--- config.mk ---
export PLATFORM = sky130hd
export DESIGN_NAME = microwire_eeprom_word_master_unit
export DESIGN_NICKNAME = d
export VERILOG_FILES = /design/src/design/mwe_pkg.sv /design/src/design/mwe_csr.sv /design/src/design/microwire_eeprom_word_master_unit.sv
export SDC_FILE = /design/constraint.sdc
export NUM_CORES = 1
export LEC_CHECK = 0
export BUFFER_PORTS_ARGS = -buffer_cell sky130_fd_sc_hd__buf_2
export CAP_MARGIN = 0
export CORE_ASPECT_RATIO = 1.2
export CORE_MARGIN = 2
export CORE_UTILIZATION = 63
export DETAILED_ROUTE_END_ITERATION = 8
export PLACE_DENSITY = 0.84
export SLEW_MARGIN = 10
export SYNTH_ARGS = -nofsm -noshare
export SYNTH_HDL_FRONTEND = slang
export SYNTH_SLANG_ARGS = --single-unit
--- constraint.sdc ---
create_clock -name clock -period 17.3 [get_ports clock]
set_input_delay 5.19 -clock clock [delete_from_list [all_inputs] [get_ports clock]]
set_output_delay 5.19 -clock clock [all_outputs]
set_load 0.01 [all_outputs]
--- src/design/mwe_pkg.sv ---
// ----------------------------------------------------------------------------
// mwe_pkg: shared types and constants of the microwire word master
// Phase and instruction-stage codes, pin and configuration structs,
// register indexes and reset values, and the tick span helpers.
// ----------------------------------------------------------------------------
package mwe_pkg;

   // default geometry of the serial memory (x16 organization)
   localparam int unsigned MWE_ADDR_BITS = 8;
   localparam int unsigned MWE_DATA_BITS = 16;

   // configuration port geometry
   localparam int unsigned TICK_W     = 10;
   localparam int unsigned TIMEOUT_W  = 24;
   localparam int unsigned CSR_IDX_W  = 2;
   localparam int unsigned CSR_DATA_W = 24;

   // register reset values
   localparam logic [TICK_W-1:0]    SETUP_RESET      = 10'd2;
   localparam logic [TICK_W-1:0]    HOLD_RESET       = 10'd2;
   localparam logic [TICK_W-1:0]    SELECT_LOW_RESET = 10'd4;
   localparam logic [TIMEOUT_W-1:0] TIMEOUT_RESET    = 24'd100000;

   // instruction opcodes following the start bit
   localparam logic [1:0] OPC_READ  = 2'b10;
   localparam logic [1:0] OPC_WRITE = 2'b01;
   localparam logic [1:0] OPC_EXT   = 2'b00;

   // register indexes on the configuration port
   typedef enum logic [CSR_IDX_W-1:0] {
      CSR_SETUP,
      CSR_HOLD,
      CSR_SELECT_LOW,
      CSR_TIMEOUT
   } csr_index_type;

   // timing phase of the serial engine
   typedef enum logic [2:0] {
      PH_IDLE,
      PH_GAP,
      PH_SETUP,
      PH_HIGH,
      PH_CLOSE_HOLD,
      PH_CLOSE_LOW,
      PH_POLL
   } phase_type;

   // which instruction or bit group is being shifted
   typedef enum logic [2:0] {
      ST_RD_INSTR,
      ST_RD_DUMMY,
      ST_RD_DATA,
      ST_WEN,
      ST_WR_INSTR,
      ST_WR_DATA,
      ST_WDS
   } stage_type;

   // pin levels of the memory interface
   typedef struct packed {
      logic pe;
      logic oe;
      logic dout;
      logic cs;
      logic sk;
   } pin_type;

   // timing configuration
   typedef struct packed {
      logic [TICK_W-1:0]    setup;
      logic [TICK_W-1:0]    hold;
      logic [TICK_W-1:0]    select_low;
      logic [TIMEOUT_W-1:0] timeout;
   } cfg_type;

   // a programmed count of zero acts as one
   function automatic logic [TICK_W-1:0] span_ticks(input logic [TICK_W-1:0] v);
      return (v == '0) ? TICK_W'(1) : v;
   endfunction

   function automatic logic [TIMEOUT_W-1:0] span_wait(input logic [TIMEOUT_W-1:0] v);
      return (v == '0) ? TIMEOUT_W'(1) : v;
   endfunction

endpackage

--- src/design/mwe_csr.sv ---
// ----------------------------------------------------------------------------
// mwe_csr: timing register bank
// Holds the setup, hold, select-low and ready-timeout counts, written
// through an index/data channel that is always ready.
// ----------------------------------------------------------------------------
module mwe_csr
   import mwe_pkg::*;
(
   input  logic                  clock,
   input  logic                  reset,
   input  logic                  csr_valid,
   output logic                  csr_ready,
   input  logic [CSR_IDX_W-1:0]  csr_index,
   input  logic [CSR_DATA_W-1:0] csr_data,
   output cfg_type               cfg
);

   cfg_type cfg_ff;
   cfg_type cfg_in;

   assign csr_ready = 1'b1;
   assign cfg       = cfg_ff;

   // decode a write into the addressed register
   always_comb begin
      cfg_in = cfg_ff;
      if (csr_valid) begin
         case (csr_index_type'(csr_index))
            CSR_SETUP:      cfg_in.setup      = csr_data[TICK_W-1:0];
            CSR_HOLD:       cfg_in.hold       = csr_data[TICK_W-1:0];
            CSR_SELECT_LOW: cfg_in.select_low = csr_data[TICK_W-1:0];
            CSR_TIMEOUT:    cfg_in.timeout    = csr_data[TIMEOUT_W-1:0];
            default:        cfg_in = cfg_ff;
         endcase
      end
   end

   always_ff @(posedge clock) begin
      if (reset) begin
         cfg_ff <= '{setup: SETUP_RESET, hold: HOLD_RESET,
                     select_low: SELECT_LOW_RESET, timeout: TIMEOUT_RESET};
      end else begin
         cfg_ff <= cfg_in;
      end
   end

endmodule

--- src/design/microwire_eeprom_word_master_unit.sv ---
// ----------------------------------------------------------------------------
// microwire_eeprom_word_master_unit: word master for a microwire serial memory
// Runs read and write word accesses of a 93C66-style memory in x16 mode,
// one protocol tick per item.
// ----------------------------------------------------------------------------
// Each item on the req channel is one tick of the serial protocol and yields
// exactly one rsp item with the pin levels driven during that tick, busy and
// done flags, the last read word and the status of the last access. The block
// takes one item per clock cycle; the tick logic sits between the state
// registers and a single result register, so a result appears in the cycle after
// its item, and the next item is taken at the same edge that hands that result
// on, so a result held back by rsp_tready also holds back the req channel. A
// start request is only honored while idle. A read sends start, opcode 10 and
// the address, floats the data line, clocks one dummy bit and samples the word
// MSB first. A write raises PE, sends write-enable, the write instruction and
// the word, then polls the data line for ready; on ready it sends
// write-disable, on timeout it ends with status 1 and drops PE. Timing counts
// come from four registers on the csr port; a count of zero acts as one.
// ----------------------------------------------------------------------------
module microwire_eeprom_word_master_unit
   import mwe_pkg::*;
#(
   parameter int unsigned ADDR_BITS = MWE_ADDR_BITS,
   parameter int unsigned DATA_BITS = MWE_DATA_BITS,
   localparam int unsigned REQ_BITS = ADDR_BITS + DATA_BITS + 2,
   localparam int unsigned REQ_W    = ((REQ_BITS + 7) / 8) * 8,
   localparam int unsigned RSP_BITS = DATA_BITS + 8,
   localparam int unsigned RSP_W    = ((RSP_BITS + 7) / 8) * 8
)
(
   input  logic                  clock,
   input  logic                  reset,
   // req_tdata: start_req, word_addr, write_data, serial_in
   input  logic                  req_tvalid,
   output logic                  req_tready,
   input  logic [REQ_W-1:0]      req_tdata,
   // req_tuser: op
   input  logic                  req_tuser,
   // rsp_tdata: serial_clock, chip_select, serial_out, serial_out_enable,
   // program_enable, busy_res, done_res, read_word, status
   output logic                  rsp_tvalid,
   input  logic                  rsp_tready,
   output logic [RSP_W-1:0]      rsp_tdata,
   input  logic                  csr_valid,
   output logic                  csr_ready,
   input  logic [CSR_IDX_W-1:0]  csr_index,
   input  logic [CSR_DATA_W-1:0] csr_data
);

   localparam int unsigned SHIFT_W = (ADDR_BITS + 3 > DATA_BITS) ? ADDR_BITS + 3 : DATA_BITS;
   localparam int unsigned CNT_W   = $clog2(SHIFT_W + 1);

   // instruction word: start bit, opcode, address
   function automatic logic [SHIFT_W-1:0] instr_word(input logic [1:0] opc,
                                                     input logic [ADDR_BITS-1:0] a);
      return SHIFT_W'({1'b1, opc, a});
   endfunction

   cfg_type cfg;

   // timing registers
   mwe_csr u_csr (
      .clock     (clock),
      .reset     (reset),
      .csr_valid (csr_valid),
      .csr_ready (csr_ready),
      .csr_index (csr_index),
      .csr_data  (csr_data),
      .cfg       (cfg)
   );

   // item fields
   logic                 in_start;
   logic                 in_op;
   logic [ADDR_BITS-1:0] in_addr;
   logic [DATA_BITS-1:0] in_wdata;
   logic                 in_sin;

   assign in_start = req_tdata[0];
   assign in_op    = req_tuser;
   assign in_addr  = req_tdata[ADDR_BITS:1];
   assign in_wdata = req_tdata[ADDR_BITS+DATA_BITS:ADDR_BITS+1];
   assign in_sin   = req_tdata[ADDR_BITS+DATA_BITS+1];

   // engine state
   phase_type            phase_ff, phase_in;
   stage_type            stage_ff, stage_in;
   logic [CNT_W-1:0]     bit_cnt_ff, bit_cnt_in;
   logic [TICK_W-1:0]    delay_ff, delay_in;
   logic [TIMEOUT_W-1:0] wait_ff, wait_in;
   logic [SHIFT_W-1:0]   shift_ff, shift_in;
   logic [ADDR_BITS-1:0] addr_ff, addr_in;
   logic [DATA_BITS-1:0] data_ff, data_in;
   logic                 op_ff, op_in;
   pin_type              pins_ff, pins_in;
   logic [DATA_BITS-1:0] read_ff, read_in;
   logic                 status_ff, status_in;

   // per-tick working signals
   pin_type              pins_out;
   logic                 done;
   logic                 busy;
   logic                 pe;
   logic                 recv;
   logic                 bitv;
   logic [SHIFT_W-1:0]   shifted;
   logic [TICK_W:0]      dc_inc;
   logic [TIMEOUT_W-1:0] wait_inc;

   // result register
   logic                 rsp_valid_ff;
   logic [RSP_W-1:0]     rsp_data_ff;
   logic                 req_fire;

   assign req_tready = !rsp_valid_ff || rsp_tready;
   assign req_fire   = req_tvalid && req_tready;
   assign rsp_tvalid = rsp_valid_ff;
   assign rsp_tdata  = rsp_data_ff;

   // next state and pin levels for one tick
   always_comb begin
      phase_in   = phase_ff;
      stage_in   = stage_ff;
      bit_cnt_in = bit_cnt_ff;
      delay_in   = delay_ff;
      wait_in    = wait_ff;
      shift_in   = shift_ff;
      addr_in    = addr_ff;
      data_in    = data_ff;
      op_in      = op_ff;
      pins_in    = pins_ff;
      read_in    = read_ff;
      status_in  = status_ff;
      done       = 1'b0;
      pins_out   = '{oe: 1'b1, default: 1'b0};
      pe         = 1'b0;
      recv       = 1'b0;
      bitv       = 1'b0;
      shifted    = '0;
      dc_inc     = '0;
      wait_inc   = '0;

      // latch a new access while idle
      if (phase_ff == PH_IDLE && in_start) begin
         op_in      = in_op;
         addr_in    = in_addr;
         data_in    = in_wdata;
         pins_in    = '{oe: 1'b1, pe: in_op, default: 1'b0};
         wait_in    = '0;
         phase_in   = PH_GAP;
         delay_in   = '0;
         bit_cnt_in = CNT_W'(ADDR_BITS + 3);
         if (in_op) begin
            stage_in = ST_WEN;
            shift_in = instr_word(OPC_EXT, '1);
         end else begin
            stage_in = ST_RD_INSTR;
            shift_in = instr_word(OPC_READ, in_addr);
         end
      end

      if (phase_in == PH_IDLE) begin
         pins_in  = '{oe: 1'b1, default: 1'b0};
         pins_out = '{oe: 1'b1, default: 1'b0};
      end else begin
         pe       = pins_in.pe;
         pins_out = '{oe: 1'b1, pe: pe, default: 1'b0};
         recv     = (stage_in == ST_RD_DUMMY) || (stage_in == ST_RD_DATA);
         shifted  = shift_in >> (bit_cnt_in - 1'b1);
         bitv     = (bit_cnt_in != '0) && shifted[0];
         dc_inc   = {1'b0, delay_in} + 1'b1;
         wait_inc = wait_in + 1'b1;

         case (phase_in)
            // chip select low before an instruction
            PH_GAP: begin
               if (dc_inc >= {1'b0, span_ticks(cfg.select_low)}) begin
                  delay_in = '0;
                  phase_in = PH_SETUP;
               end else begin
                  delay_in = dc_inc[TICK_W-1:0];
               end
            end
            // one bit: data setup with clock low, then clock high
            PH_SETUP, PH_HIGH: begin
               pins_out = '{pe: pe, cs: 1'b1, oe: !recv, dout: !recv && bitv, sk: 1'b0};
               if (phase_in == PH_HIGH) begin
                  pins_out.sk = 1'b1;
                  if (dc_inc >= {1'b0, span_ticks(cfg.hold)}) begin
                     delay_in = '0;
                     if (bit_cnt_in != '0) begin
                        bit_cnt_in = bit_cnt_in - 1'b1;
                     end
                     if (bit_cnt_in == '0) begin
                        // bit group complete
                        case (stage_in)
                           ST_RD_INSTR: begin
                              stage_in   = ST_RD_DUMMY;
                              bit_cnt_in = CNT_W'(1);
                              phase_in   = PH_SETUP;
                           end
                           ST_RD_DUMMY: begin
                              stage_in   = ST_RD_DATA;
                              bit_cnt_in = CNT_W'(DATA_BITS);
                              shift_in   = '0;
                              phase_in   = PH_SETUP;
                           end
                           ST_WR_INSTR: begin
                              stage_in   = ST_WR_DATA;
                              bit_cnt_in = CNT_W'(DATA_BITS);
                              shift_in   = SHIFT_W'(data_in);
                              phase_in   = PH_SETUP;
                           end
                           ST_RD_DATA: begin
                              read_in  = shift_in[DATA_BITS-1:0];
                              phase_in = PH_CLOSE_HOLD;
                           end
                           default: phase_in = PH_CLOSE_HOLD;
                        endcase
                     end else begin
                        phase_in = PH_SETUP;
                     end
                  end else begin
                     delay_in = dc_inc[TICK_W-1:0];
                  end
               end else if (dc_inc >= {1'b0, span_ticks(cfg.setup)}) begin
                  // sample on the last setup tick of a data bit
                  if (stage_in == ST_RD_DATA) begin
                     shift_in = SHIFT_W'({shift_in[DATA_BITS-2:0], in_sin});
                  end
                  delay_in = '0;
                  phase_in = PH_HIGH;
               end else begin
                  delay_in = dc_inc[TICK_W-1:0];
               end
            end
            // clock low with select still high
            PH_CLOSE_HOLD: begin
               pins_out    = pins_in;
               pins_out.sk = 1'b0;
               if (dc_inc >= {1'b0, span_ticks(cfg.hold)}) begin
                  delay_in = '0;
                  phase_in = PH_CLOSE_LOW;
               end else begin
                  delay_in = dc_inc[TICK_W-1:0];
               end
            end
            // select low, then move to the next instruction, to polling or back to idle
            PH_CLOSE_LOW: begin
               if (dc_inc >= {1'b0, span_ticks(cfg.select_low)}) begin
                  delay_in = '0;
                  if (stage_in == ST_WEN) begin
                     stage_in   = ST_WR_INSTR;
                     phase_in   = PH_GAP;
                     shift_in   = instr_word(OPC_WRITE, addr_in);
                     bit_cnt_in = CNT_W'(ADDR_BITS + 3);
                  end else if (stage_in == ST_WR_DATA) begin
                     phase_in = PH_POLL;
                     wait_in  = '0;
                  end else begin
                     phase_in  = PH_IDLE;
                     status_in = 1'b0;
                     done      = 1'b1;
                  end
               end else begin
                  delay_in = dc_inc[TICK_W-1:0];
               end
            end
            // wait for ready after programming, ending with status 1 on timeout
            PH_POLL: begin
               pins_out = '{pe: pe, cs: 1'b1, default: 1'b0};
               if (in_sin) begin
                  stage_in   = ST_WDS;
                  phase_in   = PH_GAP;
                  delay_in   = '0;
                  shift_in   = instr_word(OPC_EXT, '0);
                  bit_cnt_in = CNT_W'(ADDR_BITS + 3);
               end else begin
                  wait_in = wait_inc;
                  if (wait_inc >= span_wait(cfg.timeout)) begin
                     phase_in  = PH_IDLE;
                     status_in = 1'b1;
                     done      = 1'b1;
                  end
               end
            end
            default: begin
               phase_in  = PH_IDLE;
               status_in = 1'b0;
               done      = 1'b1;
            end
         endcase
         pins_in = pins_out;
      end

      busy = (phase_in != PH_IDLE);
   end

   // state registers, advanced once per accepted item
   always_ff @(posedge clock) begin
      if (reset) begin
         phase_ff   <= PH_IDLE;
         stage_ff   <= ST_RD_INSTR;
         bit_cnt_ff <= '0;
         delay_ff   <= '0;
         wait_ff    <= '0;
         shift_ff   <= '0;
         addr_ff    <= '0;
         data_ff    <= '0;
         op_ff      <= 1'b0;
         pins_ff    <= '{oe: 1'b1, default: 1'b0};
         read_ff    <= '0;
         status_ff  <= 1'b0;
      end else if (req_fire) begin
         phase_ff   <= phase_in;
         stage_ff   <= stage_in;
         bit_cnt_ff <= bit_cnt_in;
         delay_ff   <= delay_in;
         wait_ff    <= wait_in;
         shift_ff   <= shift_in;
         addr_ff    <= addr_in;
         data_ff    <= data_in;
         op_ff      <= op_in;
         pins_ff    <= pins_in;
         read_ff    <= read_in;
         status_ff  <= status_in;
      end
   end

   // result register
   always_ff @(posedge clock) begin
      if (reset) begin
         rsp_valid_ff <= 1'b0;
      end else if (req_fire) begin
         rsp_valid_ff <= 1'b1;
      end else if (rsp_tready) begin
         rsp_valid_ff <= 1'b0;
      end
   end

   always_ff @(posedge clock) begin
      if (req_fire) begin
         rsp_data_ff <= RSP_W'({status_in, read_in, done, busy, pins_out.pe, pins_out.oe,
                                pins_out.dout, pins_out.cs, pins_out.sk});
      end
   end

endmodule
==> results of run 1 <==
==> registers in the layout, summed over array words and instances, names as in the netlist, 8 cells and up <==
register,flops
shift_ff,16
rsp_tdata,24
read_ff,16
wait_ff,24
data_ff,16
addr_ff,8
u_csr.cfg,54
delay_ff,10
==> report_power, final <==
group          internal, mW  total, mW  switching, mW
Sequential            0.451      0.463         0.0125
Clock                 0.212      0.388          0.176
Combinational        0.0530      0.155          0.102
==> cell usage in the layout (no fill, tap or decap), types with 21 or more instances in the layout <==
cell type	count
nand3_1	24
nand2_1	243
buf_2	82
o21ai_0	82
mux2i_1	22
nor2_1	141
a21oi_1	146
nor3_1	26
edfxtp_1	24
inv_1	72
ha_1	58
dfxtp_1	161
a22o_1	21
==> cells in the mapped netlist, drive strengths merged (12+ instances only) <==
library cell	number	share of area
nand2	243	0.086
dfxtp	161	0.30
a21oi	150	0.072
nor2	143	0.051
o21ai	82	0.038
inv	73	0.026
clkbuf	61	0.021
ha	58	0.068
nor3	27	0.013
nand3	25	0.012
edfxtp	24	0.068
mux2i	22	0.021
a22o	21	0.017
buf	19	0.0099
a211oi	18	0.014
or3	18	0.011
nand4	17	0.011
xor2	17	0.014
nor4	15	0.0088
a21o	14	0.0099
a211o	12	0.010
a31oi	12	0.0070
==> worst min-delay path: stages, from the launching register on <==
cell	delay (ns)
dfxtp_1	0.31
nand2_1	0.05
a21oi_1	0.05
==> area by class of cell <==
cell class,count,area [µm²]
Clock buffer,21,470.5
Timing Repair Buffer,94,500.5
Multi-Input combinational cell,1036,6121
Sequential cell,185,3944
Inverter,74,277.8
Tap cell,216,270.3
Clock inverter,11,106.4
Fill cell,1363,5031
==> how the worst max path moves through the flow <==
stage,start,endpoint,slack (ns),depth (start not counted)
detailed placement,rsp_tready,req_tready,6.52,3
global placement,rsp_tready,req_tready,6.54,3
global route,rsp_tready,req_tready,6.49,3
floorplan,rsp_tready,req_tready,6.74,1
CTS,rsp_tready,req_tready,6.52,3
finish,rsp_tready,req_tready,6.52,3
==> cell families after synthesis <==
| group | synth area share |
|---|---|
| AO/OA/AOI/OAI | 0.2176 |
| XOR/XNOR | 0.02300 |
| adder cells (fa/ha/maj) | 0.06808 |
| buffers and inverters | 0.05739 |
| flip-flops | 0.3700 |
| multiplexers | 0.03016 |
| other | 0.0003518 |
| AND/OR/NAND/NOR | 0.2335 |
==> per-layer routing <==
layer | wire, µm | up-vias | global-route usage
met5 | 0 | - | 0
met3 | 1817 | 99 | 0.05117
met2 | 13480 | 460 | 0.5152
met4 | 1209 | 0 | 0.1615
met1 | 11360 | 4684 | 0.3879
li1 | - | 4899 | -
==> metrics by stage <==
stage	instance area (µm²)	instances	total power [mW]
after floorplan	10660	1375	0.5777
after global placement	11110	1605	0.6197
after detailed placement	11110	1605	0.6234
after CTS	11690	1637	1.005
after global routing	11690	1637	1.040
final	11690	1637	1.006
==> results.cfg, run 1 <==
[clocking]
path_clk_slew_ns = 0.06
cts_tree = done
cts_resized = 0
htreeDepth = 4
clk_latency_ns = 0.45
cts.sinks = 185
postCtsSetupBuffers = 0
cts.hold.buffers_added = 0
root_buffer = clkbuf_16
cts_buffers = 17
cts.path.max_buffers = 2

[timing]
hold_ws_ns = 0.4551
fin_skew_ns = 0.01055
fin_ws_ns = 6.521
rsz0062_at_grt = no
finalSetupViolCount = 0
min_period_ns = 10.78
hold_viol = 0
fin_tns_setup_ns = 0
fmax_mhz = 92.78
slew_violations = 0
worst_pin_slew_ns = 1.129
slew_headroom = 0.2441
timing.final.crit_share = 0.6230

[logic_synthesis]
avgSynthCellArea_um2 = 7.753
yosys_most_used_dff = dfxtp_1
synthCells = 1375
ys_seq_elements = 185
async_flop_share = 0
synth_area_um2 = 10660
ys_seq_area_frac = 0.3700
synth_cell_type_count = 77
ys_warn_count = 0
synth_edf_count = 24
postSynthNetCount = 1497

[finish]
drive_above_1_share = 0.1105
syn_to_final_growth_pct = 9.660
nets = 1530
n_antenna_cell = 0
post-route-util = 0.6991

[worst_setup_path]
critical_path.max_stage_delay_ns = 0.16
critical_path_buf_inv_count = 2
critical_path_class = in2out
end_kind = output pin
reg2regPathDepth = 17
worst_path_max_delay_cell = nand2b_1
path_delay_family = buffers and inverters
cpMostUsedCell = buf_2
required_ns = 12.11
rrSetupSlack_ns = 11.02
reg2reg_from = phase_ff[1]
cp_max_fo = 3
rr_endpoint = rsp_tdata[6]
start_kind = input port
worstPathCellList = buf_2, nand2b_1, buf_2
arrival_ns = 5.59

[placement]
numPortBuffers = 83
dpl.hpwl_um = 18780
pre_cts_ws_ns = 6.519
globalplace.congestion = 0.9259

[worst_hold_path]
holdCritPathClass = reg2reg
min_from = read_ff[9]
min_path_cells = 2
hold_path_end = read_ff[9]

[die]
initial_utilization = 0.6375
fp.dieArea_um2 = 17980
io_pins = 91
die_h_um = 146.5
num_rows = 52
dieWidth_um = 122.7
core-area_um2 = 16720

[global_route]
antenna_found_initial = 0
grtUsageTotal = 0.3124
first_global_vias = 9526
grt_max_degree = 93
grt_pass1_wl_um = 45560
grt-ovfl-total = 0

[route]
initialDrtViolationCount = 1027
via_per_inst = 6.195
firstDrtPassIters = 6
vias = 10140
ant_nets = 0
wl_per_cell_um = 17.02
wl_um = 27870
drcViolationCount = 0

[pwr]
power.density_nw_per_um2 = 86.06
p_leak_nw = 4.623
ir_drop_uv = 77.75

[outcome]
outcome = finished clean

[run]
max-cap-violations = 0
No activity file was read; power rests on OpenSTA's default activity.
==> run 2, diff against run 1 <==
--- a/config.mk
+++ b/config.mk
@@ -9,9 +9,9 @@
 export CAP_MARGIN = 0
 export CORE_ASPECT_RATIO = 1.2
 export CORE_MARGIN = 2
-export CORE_UTILIZATION = 63
+export CORE_UTILIZATION = 55
 export DETAILED_ROUTE_END_ITERATION = 8
-export PLACE_DENSITY = 0.84
+export PLACE_DENSITY = 0.77
 export SLEW_MARGIN = 10
 export SYNTH_ARGS = -nofsm -noshare
 export SYNTH_HDL_FRONTEND = slang
==> constraint.sdc (replaced) <==
create_clock -name clock -period 8.9 [get_ports clock]
set_input_delay 2.67 -clock clock [delete_from_list [all_inputs] [get_ports clock]]
set_output_delay 2.67 -clock clock [all_outputs]
set_load 0.01 [all_outputs]
==> run 2 against run 1 <==
Worst hold slack lost 0.0031 ns; critical endpoint is now shift_ff[8]; non-clock buffer count grew 4; sequential share of layout area shrank 0.25 points; wire length shrank 1.0%; sequential power grew 94%; die area grew 14%; largest power group unchanged; combinational power grew 95%.
==> results.cfg, run 2 (synthesis results as in run 1) <==
[outcome]
outcome = finished clean

[finish]
fin_area_um2 = 11780
drive_above_1_share = 0.1116
layout_commonest_cell = nand2_1
n_antenna_cell = 0
syn_to_final_growth_pct = 10.49
nets = 1534
layout_common_cells = nand2_1 (243), dfxtp_1 (161), a21oi_1 (146), nor2_1 (141)
stdcell_count = 1681
largest_reg_flops = 54

[timing]
hold_ws_ns = 0.4520
slew_headroom = 0.2593
worst_pin_slew_ns = 1.106
rsz0062_at_grt = no
finalSetupViolCount = 0
fin_tns_setup_ns = 0
min_period_ns = 7.297
timing.final.crit_share = 0.8199
fin_skew_ns = 0.01229
hold_viol = 0
fmax_mhz = 137.0
slew_violations = 0

[worst_setup_path]
critical_path_buf_inv_count = 2
end_kind = flip-flop
path_delay_family = simple AND/OR/NAND/NOR gates
crit_start = req_tdata[0]
critical_path_class = in2reg
worst_path_max_delay_cell = nand4_1
cp_max_fo = 38
worstPathCellList = buf_2, or4b_4, buf_4, nand4_1, or3_1, a21oi_1, ha_1, and3_1, a221oi_1, o31a_1, nand2_1, nand4_1, o211ai_1, o41ai_1, a21oi_1
arrival_ns = 7.61
reg2reg_from = phase_ff[1]
required_ns = 9.21
start_kind = input port
critical_path.max_stage_delay_ns = 0.58

[pwr]
switching_share = 0.2860
p_sw_uw = 561.4
ir_drop_uv = 137.8
clockPowerShare = 0.387
power.density_nw_per_um2 = 166.6
comb_power_share = 0.154
p_leak_nw = 4.638
p_total_mw = 1.963
internal-power_mw = 1.401
p_seq_frac = 0.458

[placement]
placed_area_um2 = 11190
numPortBuffers = 83
globalplace.congestion = 0.9508
dpl.hpwl_um = 19250
place_inst = 1649

[route]
firstDrtPassIters = 6
wl_um = 27580
initialDrtViolationCount = 943
vias = 9922
ant_nets = 0
via_per_inst = 5.902
drcViolationCount = 0
wl_per_cell_um = 16.41

[die]
core-area_um2 = 18920
num_rows = 55
dieWidth_um = 131.1
io_pins = 91
initial_utilization = 0.5633
fp.dieArea_um2 = 20520
die_h_um = 156.5

[clocking]
cts_tree = done
cts.sinks = 185
path_clk_slew_ns = 0.07
clk_latency_ns = 0.45
cts_buffers = 17
cts.hold.buffers_added = 0
root_buffer = clkbuf_16
cts.path.max_buffers = 2
postCtsSetupBuffers = 0
htreeDepth = 4
cts_resized = 0

[global_route]
grt_pass1_wl_um = 45750
grtUsageTotal = 0.2781
antenna_found_initial = 0
grt_max_degree = 63
grt-ovfl-total = 0
first_global_vias = 9443

[worst_hold_path]
holdCritPathClass = reg2reg
min_from = read_ff[9]

[run]
max-cap-violations = 0
run 2: layout make-up:
class,instances,area (µm²)
Fill cell,1656,7146
Multi-Input combinational cell,1036,6121
Sequential cell,185,3944
Timing Repair Buffer,98,530.5
Clock buffer,18,439.2
Tap cell,256,320.3
Inverter,74,277.8
Clock inverter,14,146.4
run 2: final timing paths:
path                                     to  slack, ns  cells after the start
worst max-delay path            shift_ff[8]       1.60                     15
worst max register to register  shift_ff[8]       3.04                     14
worst min register to register   read_ff[9]       0.45                      2
worst min-delay path             read_ff[9]       0.45                      2
run 2: metal layers:
metal  vias up  GRT usage  share of wire
met5         -          0              0
met4         0     0.1196          0.035
met3        76    0.04547          0.049
met2       357     0.4888           0.50
met1      4585     0.3313           0.41
li1       4904          -              -
run 2: power groups by stage:
| stage | logic (mW) | clock network (mW) | registers [mW] |
|---|---|---|---|
| 2_1_floorplan | 0.212 | 0 | 0.911 |
| 3_3_place_gp | 0.292 | 0 | 0.917 |
| 3_5_place_dp | 0.296 | 0 | 0.918 |
| 4_1_cts | 0.299 | 0.767 | 0.899 |
| 5_1_grt | 0.334 | 0.807 | 0.903 |
| 6_report | 0.303 | 0.760 | 0.900 |
run 2: through the flow:
stage / setup WS, ns / util
3_5_place_dp: 1.315 / 0.5915
4_1_cts: 1.716 / 0.6224
6_report: 1.603 / 0.6224
5_1_grt: 1.340 / 0.6224
2_1_floorplan: 1.056 / -
3_3_place_gp: 1.472 / 0.5915
run 2: tightest hold or removal path, stage by stage, from the launching register on:
cell,delay [ns]
dfxtp_1,0.31
nand2_1,0.05
a21oi_1,0.05
